### src/bgtl_pkg.sv
`default_nettype none
// ----------------------------------------------------------------------------
// Baked glyph text layout: shared package
// Constants, register codes and the types passed between the layout modules.
// ----------------------------------------------------------------------------
package bgtl_pkg;

    localparam int FIRST_CODE    = 32;
    localparam int GLYPH_COUNT   = 96;
    localparam int GLYPH_IDX_W   = (GLYPH_COUNT > 1) ? $clog2(GLYPH_COUNT) : 1;
    localparam int CODE_NEWLINE  = 10;
    localparam int CODE_FALLBACK = 63;

    localparam bit FALLBACK_OK = (CODE_FALLBACK >= FIRST_CODE) &&
                                 (CODE_FALLBACK < FIRST_CODE + GLYPH_COUNT);

    localparam int IN_DATA_W  = 104;
    localparam int IN_USER_W  = 2;
    localparam int OUT_DATA_W = 216;
    localparam int OUT_USER_W = 2;
    localparam int CFG_IDX_W  = 2;
    localparam int CFG_DATA_W = 20;

    localparam logic [15:0] GLYPH_SCALE_RST   = 16'd256;
    localparam logic [19:0] LINE_ADVANCE_RST  = 20'd4096;
    localparam logic [19:0] SCALED_ASCENT_RST = 20'd3277;

    typedef enum logic [1:0] {
        ACT_LOAD = 2'd0,
        ACT_CHAR = 2'd1,
        ACT_END  = 2'd2
    } t_action;

    typedef enum logic [CFG_IDX_W-1:0] {
        CFG_GLYPH_SCALE   = 2'd0,
        CFG_LINE_ADVANCE  = 2'd1,
        CFG_SCALED_ASCENT = 2'd2,
        CFG_TABLE_READY   = 2'd3
    } t_cfg_reg;

    typedef struct packed {
        logic [15:0] glyph_scale;
        logic [19:0] line_advance;
        logic [19:0] scaled_ascent;
        logic        table_ready;
    } t_cfg;

    typedef struct packed {
        logic [9:0]         atlas_left;
        logic [9:0]         atlas_top;
        logic [9:0]         atlas_right;
        logic [9:0]         atlas_bottom;
        logic signed [15:0] offset_x;
        logic signed [15:0] offset_y;
        logic [15:0]        advance;
    } t_glyph_entry;

    typedef struct packed {
        logic               fill;
        logic [7:0]         char_code;
        logic [15:0]        advance;
        logic signed [15:0] offset_y;
        logic signed [15:0] offset_x;
        logic [9:0]         atlas_bottom;
        logic [9:0]         atlas_right;
        logic [9:0]         atlas_top;
        logic [9:0]         atlas_left;
        logic [6:0]         glyph_index;
    } t_in_data;

    typedef struct packed {
        logic valid;
        logic is_char;
        logic is_end;
        logic is_newline;
        logic glyph_ok;
    } t_item;

    typedef struct packed {
        logic [1:0]         fill;
        logic [30:0]        text_height;
        logic [30:0]        text_width;
        logic [9:0]         uv_bottom;
        logic [9:0]         uv_right;
        logic [9:0]         uv_top;
        logic [9:0]         uv_left;
        logic [23:0]        quad_height;
        logic [23:0]        quad_width;
        logic signed [31:0] quad_y;
        logic signed [31:0] quad_x;
    } t_out_data;

    typedef struct packed {
        logic size_valid;
        logic quad_valid;
    } t_out_user;

    typedef struct packed {
        t_out_user user;
        t_out_data data;
    } t_result;

    function automatic logic signed [31:0] sat_s32(input logic signed [33:0] v);
        if (v > 34'sd2147483647) begin
            return 32'sh7FFFFFFF;
        end else if (v < -34'sd2147483648) begin
            return 32'sh80000000;
        end else begin
            return v[31:0];
        end
    endfunction

    function automatic logic [30:0] sat_u31(input logic [31:0] v);
        return v[31] ? 31'h7FFFFFFF : v[30:0];
    endfunction

endpackage
`default_nettype wire

### src/bgtl_layout.sv
`default_nettype none
// ----------------------------------------------------------------------------
// Layout stage
// Holds the pen state, scales the looked-up glyph and registers each result.
// ----------------------------------------------------------------------------
module bgtl_layout (
    input  wire logic                   i_clk,
    input  wire logic                   i_rst_n,
    input  wire bgtl_pkg::t_cfg         i_cfg,
    input  wire bgtl_pkg::t_item        i_item,
    input  wire bgtl_pkg::t_glyph_entry i_entry,
    output logic                        o_in_ready,
    input  wire logic                   i_out_ready,
    output logic                        o_out_valid,
    output bgtl_pkg::t_result           o_out
);

    bgtl_pkg::t_item   r_s1;
    logic              r_seen;
    logic [30:0]       r_pen_x;
    logic [30:0]       r_pen_y;
    logic [30:0]       r_widest;
    logic [15:0]       r_lines;
    logic              r_out_valid;
    bgtl_pkg::t_result r_out;

    logic              n_seen;
    logic [30:0]       n_pen_x;
    logic [30:0]       n_pen_y;
    logic [30:0]       n_widest;
    logic [15:0]       n_lines;
    logic              n_emit;
    bgtl_pkg::t_result n_result;

    logic               w_out_free;
    logic               w_go;
    logic [30:0]        w_px;
    logic [30:0]        w_py;
    logic [30:0]        w_wl;
    logic [15:0]        w_lc;
    logic [30:0]        w_wl_max;
    logic signed [16:0] w_scale_s;
    logic signed [32:0] w_prod_x;
    logic signed [32:0] w_prod_y;
    logic signed [32:0] w_rnd_x;
    logic signed [32:0] w_rnd_y;
    logic signed [24:0] w_off_x;
    logic signed [24:0] w_off_y;
    logic signed [33:0] w_sum_x;
    logic signed [33:0] w_sum_y;
    logic signed [10:0] w_dx;
    logic signed [10:0] w_dy;
    logic signed [27:0] w_prod_w;
    logic signed [27:0] w_prod_h;
    logic [31:0]        w_prod_a;
    logic [32:0]        w_rnd_a;
    logic [24:0]        w_adv;
    logic [31:0]        w_pen_sum;
    logic [31:0]        w_line_sum;
    logic [35:0]        w_hgt_prod;

    assign w_out_free = !r_out_valid || i_out_ready;
    assign w_go       = r_s1.valid && w_out_free;
    assign o_in_ready = !r_s1.valid || w_out_free;

    assign w_px = r_seen ? r_pen_x  : '0;
    assign w_py = r_seen ? r_pen_y  : 31'(i_cfg.scaled_ascent);
    assign w_wl = r_seen ? r_widest : '0;
    assign w_lc = r_seen ? r_lines  : 16'd1;
    assign w_wl_max = (w_px > w_wl) ? w_px : w_wl;

    assign w_scale_s = $signed({1'b0, i_cfg.glyph_scale});
    assign w_prod_x  = $signed(i_entry.offset_x) * w_scale_s;
    assign w_prod_y  = $signed(i_entry.offset_y) * w_scale_s;
    assign w_rnd_x   = w_prod_x + 33'sd128;
    assign w_rnd_y   = w_prod_y + 33'sd128;
    assign w_off_x   = 25'(w_rnd_x >>> 8);
    assign w_off_y   = 25'(w_rnd_y >>> 8);
    assign w_sum_x   = $signed({3'b000, w_px}) + 34'(w_off_x);
    assign w_sum_y   = $signed({3'b000, w_py}) + 34'(w_off_y);

    assign w_dx      = $signed({1'b0, i_entry.atlas_right}) - $signed({1'b0, i_entry.atlas_left});
    assign w_dy      = $signed({1'b0, i_entry.atlas_bottom}) - $signed({1'b0, i_entry.atlas_top});
    assign w_prod_w  = w_dx * w_scale_s;
    assign w_prod_h  = w_dy * w_scale_s;

    assign w_prod_a  = i_entry.advance * i_cfg.glyph_scale;
    assign w_rnd_a   = {1'b0, w_prod_a} + 33'd128;
    assign w_adv     = w_rnd_a[32:8];
    assign w_pen_sum = {1'b0, w_px} + {7'd0, w_adv};

    assign w_line_sum = {1'b0, w_py} + {12'd0, i_cfg.line_advance};
    assign w_hgt_prod = w_lc * i_cfg.line_advance;

    always_comb begin
        n_seen   = r_seen;
        n_pen_x  = r_pen_x;
        n_pen_y  = r_pen_y;
        n_widest = r_widest;
        n_lines  = r_lines;
        n_emit   = 1'b0;
        n_result = '0;
        if (w_go) begin
            if (r_s1.is_char && i_cfg.table_ready) begin
                n_seen   = 1'b1;
                n_pen_x  = w_px;
                n_pen_y  = w_py;
                n_widest = w_wl;
                n_lines  = w_lc;
                if (r_s1.is_newline) begin
                    n_widest = w_wl_max;
                    n_pen_x  = '0;
                    n_pen_y  = bgtl_pkg::sat_u31(w_line_sum);
                    n_lines  = (w_lc == 16'hFFFF) ? w_lc : w_lc + 16'd1;
                end else if (r_s1.glyph_ok) begin
                    n_pen_x = bgtl_pkg::sat_u31(w_pen_sum);
                    if ((w_prod_w > 28'sd0) && (w_prod_h > 28'sd0)) begin
                        n_emit                    = 1'b1;
                        n_result.user.quad_valid  = 1'b1;
                        n_result.data.quad_x      = bgtl_pkg::sat_s32(w_sum_x);
                        n_result.data.quad_y      = bgtl_pkg::sat_s32(w_sum_y);
                        n_result.data.quad_width  = (w_prod_w > 28'sd16777215) ?
                                                    24'hFFFFFF : w_prod_w[23:0];
                        n_result.data.quad_height = (w_prod_h > 28'sd16777215) ?
                                                    24'hFFFFFF : w_prod_h[23:0];
                        n_result.data.uv_left     = i_entry.atlas_left;
                        n_result.data.uv_top      = i_entry.atlas_top;
                        n_result.data.uv_right    = i_entry.atlas_right;
                        n_result.data.uv_bottom   = i_entry.atlas_bottom;
                    end
                end
            end else if (r_s1.is_end) begin
                n_seen                   = 1'b0;
                n_emit                   = 1'b1;
                n_result.user.size_valid = 1'b1;
                if (i_cfg.table_ready && r_seen) begin
                    n_result.data.text_width  = w_wl_max;
                    n_result.data.text_height = (|w_hgt_prod[35:31]) ?
                                                31'h7FFFFFFF : w_hgt_prod[30:0];
                end
            end
        end
    end

    always_ff @(posedge i_clk) begin
        if (!i_rst_n) begin
            r_s1        <= '0;
            r_seen      <= 1'b0;
            r_out_valid <= 1'b0;
        end else begin
            if (o_in_ready) begin
                r_s1 <= i_item;
            end
            r_seen <= n_seen;
            if (w_out_free) begin
                r_out_valid <= w_go && n_emit;
            end
        end
    end

    always_ff @(posedge i_clk) begin
        r_pen_x  <= n_pen_x;
        r_pen_y  <= n_pen_y;
        r_widest <= n_widest;
        r_lines  <= n_lines;
        if (w_go && n_emit) begin
            r_out <= n_result;
        end
    end

    assign o_out_valid = r_out_valid;
    assign o_out       = r_out;

endmodule
`default_nettype wire

### config.mk
export PLATFORM = sky130hd
export DESIGN_NAME = bgtl_layout
export DESIGN_NICKNAME = d
export VERILOG_FILES = /design/src/bgtl_pkg.sv /design/src/bgtl_layout.sv
export SDC_FILE = /design/constraint.sdc
export NUM_CORES = 2
export LEC_CHECK = 0
export BUFFER_PORTS_ARGS = -buffer_cell sky130_fd_sc_hd__buf_2
export CORE_MARGIN = 1.5
export CORE_UTILIZATION = 60
export CTS_BUF_LIST = sky130_fd_sc_hd__clkbuf_16
export DETAILED_ROUTE_END_ITERATION = 6
export HOLD_SLACK_MARGIN = 0.02
export MAX_ROUTING_LAYER = met4
export PLACE_DENSITY = 0.78
export SLEW_MARGIN = 20
export SYNTH_ARGS = -nofsm -noshare
export SYNTH_HDL_FRONTEND = slang
export SYNTH_SLANG_ARGS = --single-unit
### constraint.sdc
create_clock -name i_clk -period 22.8 [get_ports i_clk]
set_input_delay 2.28 -clock i_clk [delete_from_list [all_inputs] [get_ports i_clk]]
set_output_delay 2.28 -clock i_clk [all_outputs]
set_load 0.05 [all_outputs]
==> reports/metrics.yaml <==
timing:
  clock_skew_ns: 0.02245
  post-route-period-util_pct: 53.24
  hold_viol: 0
  slew_headroom_pct: 25.92
  rsz0062_at_grt: "no"
  timing.setup.tns_ns: 0
  clock.fmax_mhz: 82.38
  setup_viol: 0
  drv_slew: 0
  tightest_slew_ns: 1.111
  period_minus_slack_ns: 12.14
setup_path:
  crit_arrival_ns: 12.63
  end_kind: "flip-flop"
  cp_slowest_stage_delay_ns: 0.70
  r2r_slack_ns: 13.51
  slowest_stage: "a21oi_4"
  ff2ff_path_depth: 24
  cp_max_fo: 41
  start_kind: "input port"
  crit_path_end: "o_out[54]"
  timing.rr.start: "r_seen"
  path_class: "in -> reg"
  startpoint: "i_cfg[48]"
  required_ns: 23.29
  r2r_end: "o_out[192]"
clocking:
  cts_tree: "yes"
  cts_buffer_depth: 3
  cts.clk_slew.worst_paths_ns: 0.06
  clk-insertion-delay-late_ns: 0.65
  cts_setup_buffers: 0
  ctsHoldBuffers: 0
  root_buffer: "clkbuf_16"
  cts_resized: 0
  cts_buffers: 42
  clock-sinks: 332
  cts-htree-levels: 2
placed_design:
  io_buffers: 370
  gp_congestion: 0.9403
  dp_hpwl_um: 135400
grt:
  grt_pass1_vias: 55440
  antenna_found_initial: 22
  grt_overflow: 0
  grt_pass1_wl_um: 288100
  grt_max_degree: 110
  grtUsageTotal_pct: 31.80
yosys:
  syn-cell-area_um2: 68830
  synth_top_area_share_pct: 31.73
  synth.most_common_cell: "inv_1"
  synth-main-ff-cell: "edfxtp_1"
  synth_area_per_cell_um2: 9.139
  synth_seq_area_share_pct: 14.38
  yosysTopAreaCell: "fa_1"
  synth_cell_types: 108
  yosys-top-cells-area: "fa_1 32%, ha_1 14%, edfxtp_1 14%, inv_1 7.8%, nand2_1 5.3%"
  async_reset_ff_share_pct: 0
  synth_warnings: 0
  ys_seq_elements: 332
  synth_commonest_cells: "1,425 x inv_1, 1,091 x fa_1, 964 x nand2_1"
  syn_inst: 7531
  synth-edff-count: 325
floorplan:
  die_area_um2: 116800
  initial_utilization_pct: 60.36
  coreArea_um2: 114000
  die_x_um: 341.7
  die_h_um: 341.7
  rows: 124
  num_io_pins: 373
job:
  cap_violations: 0
route:
  drc: 0
  vias_per_cell: 5.752
  drtAntennaViolNets: 0
  drtPass1Iterations: 6
  wirelength_um: 176400
  wl_per_cell_um: 19.14
  vias: 53020
  drt-initial-drc-count: 3938
layout:
  drive_gt1_share_pct: 8.279
  final_core_util_pct: 64.11
  fin_nets: 9682
  syn_to_final_growth_pct: 6.219
worst_hold_path:
  min_path_type: "reg -> reg"
outcome:
  status: "completed"
==> sequential cells by signal, indices dropped and copies added (netlist names) <==
| signal | count |
|---|---|
| r_seen | 1 |
| o_out_valid | 1 |
| r_lines | 16 |
| r_pen_y | 31 |
| o_out | 216 |
| r_widest | 31 |
| r_s1 | 5 |
| r_pen_x | 31 |
==> critical path: cells and delay by family <==
kind | cells | cell delay (ns)
fa+ha+maj | 8 | 3.65
mux | 1 | 0.18
simple gates | 7 | 1.38
xor+xnor | 1 | 0.18
buf+inv | 8 | 1.42
compound gates | 12 | 3.47
==> cell usage in the layout, fill, tap and decap left out, types with 15 or more instances in the layout <==
master / n
mux2i_1: 35
a21oi_2: 15
nand3_1: 67
clkbuf_16: 42
a211oi_1: 19
o22a_1: 19
nand2_1: 964
ha_1: 790
mux2_2: 55
buf_4: 51
and2_1: 513
xnor2_1: 161
inv_1: 1433
o21a_1: 95
a21o_1: 124
o21bai_1: 29
nand4_1: 41
xor2_1: 91
edfxtp_1: 325
a21oi_1: 290
nor2_1: 279
a221oi_1: 24
nor3_1: 59
or3_1: 15
and3_1: 120
o21ai_0: 132
nor2b_1: 77
nand2b_1: 63
buf_2: 370
fa_1: 1091
a31oi_1: 24
diode_2: 23
==> cells by family (layout without fill, tap and decap cells) <==
| kind of cell | after synthesis | after routing | share of synthesized area [%] |
|---|---|---|---|
| AND/OR/NAND/NOR | 2264 | 2264 | 15.95 |
| XOR/XNOR | 254 | 254 | 3.232 |
| AO/OA/AOI/OAI | 928 | 928 | 9.028 |
| buffers and inverters | 1779 | 1929 | 9.840 |
| adder cells (fa/ha/maj) | 1881 | 1881 | 46.09 |
| flip-flops | 332 | 332 | 14.38 |
| multiplexers | 92 | 92 | 1.463 |
| other | 1 | 25 | 0.005448 |
==> worst min path at each step <==
| stage | from | to | slack [ns] | depth (start not counted) |
|---|---|---|---|---|
| floorplan | r_s1[2] | r_s1[2] | 0.45 | 2 |
| global placement | r_s1[2] | r_s1[2] | 0.46 | 2 |
| detailed placement | r_s1[2] | r_s1[2] | 0.48 | 2 |
| CTS | r_s1[2] | r_s1[2] | 0.49 | 2 |
| global route | r_s1[2] | r_s1[2] | 0.51 | 2 |
| finish | r_s1[2] | r_s1[2] | 0.48 | 2 |
==> metrics by stage <==
stage | std cells | setup slack (ns) | hold WS, ns | area, um^2
finish | 9217 | 10.66 | 0.4809 | 73110
global route | 9209 | 10.05 | 0.5117 | 73090
CTS | 9193 | 10.69 | 0.4860 | 73030
detailed placement | 9115 | 10.05 | 0.4773 | 71620
global placement | 9115 | 10.33 | 0.4637 | 71610
floorplan | 7532 | 7.772 | 0.4524 | 68830
==> layout make-up <==
| class | instances | area, um^2 |
|---|---|---|
| Multi-Input combinational cell | 5421 | 52240 |
| Fill cell | 9330 | 40930 |
| Sequential cell | 332 | 9905 |
| Inverter | 1429 | 5364 |
| Timing Repair Buffer | 422 | 2250 |
| Tap cell | 1512 | 1892 |
| Clock buffer | 42 | 1051 |
| Clock inverter | 36 | 352.8 |
| Antenna cell | 23 | 57.56 |
==> metal layers <==
| layer | part of all wire, % | vias up | wire length [um] | GRT usage [%] |
|---|---|---|---|---|
| li1 | - | 24070 | - | - |
| met1 | 40 | 26230 | 71060 | 41.23 |
| met2 | 47 | 2304 | 83630 | 50.57 |
| met3 | 8.6 | 416 | 15190 | 5.128 |
| met4 | 3.7 | 0 | 6513 | 11.52 |
| met5 | 0 | - | 0 | - |
Power is left out: the tool's default activity adds up to more than one toggle a clock period on the data nets, which glitch-free logic cannot reach.
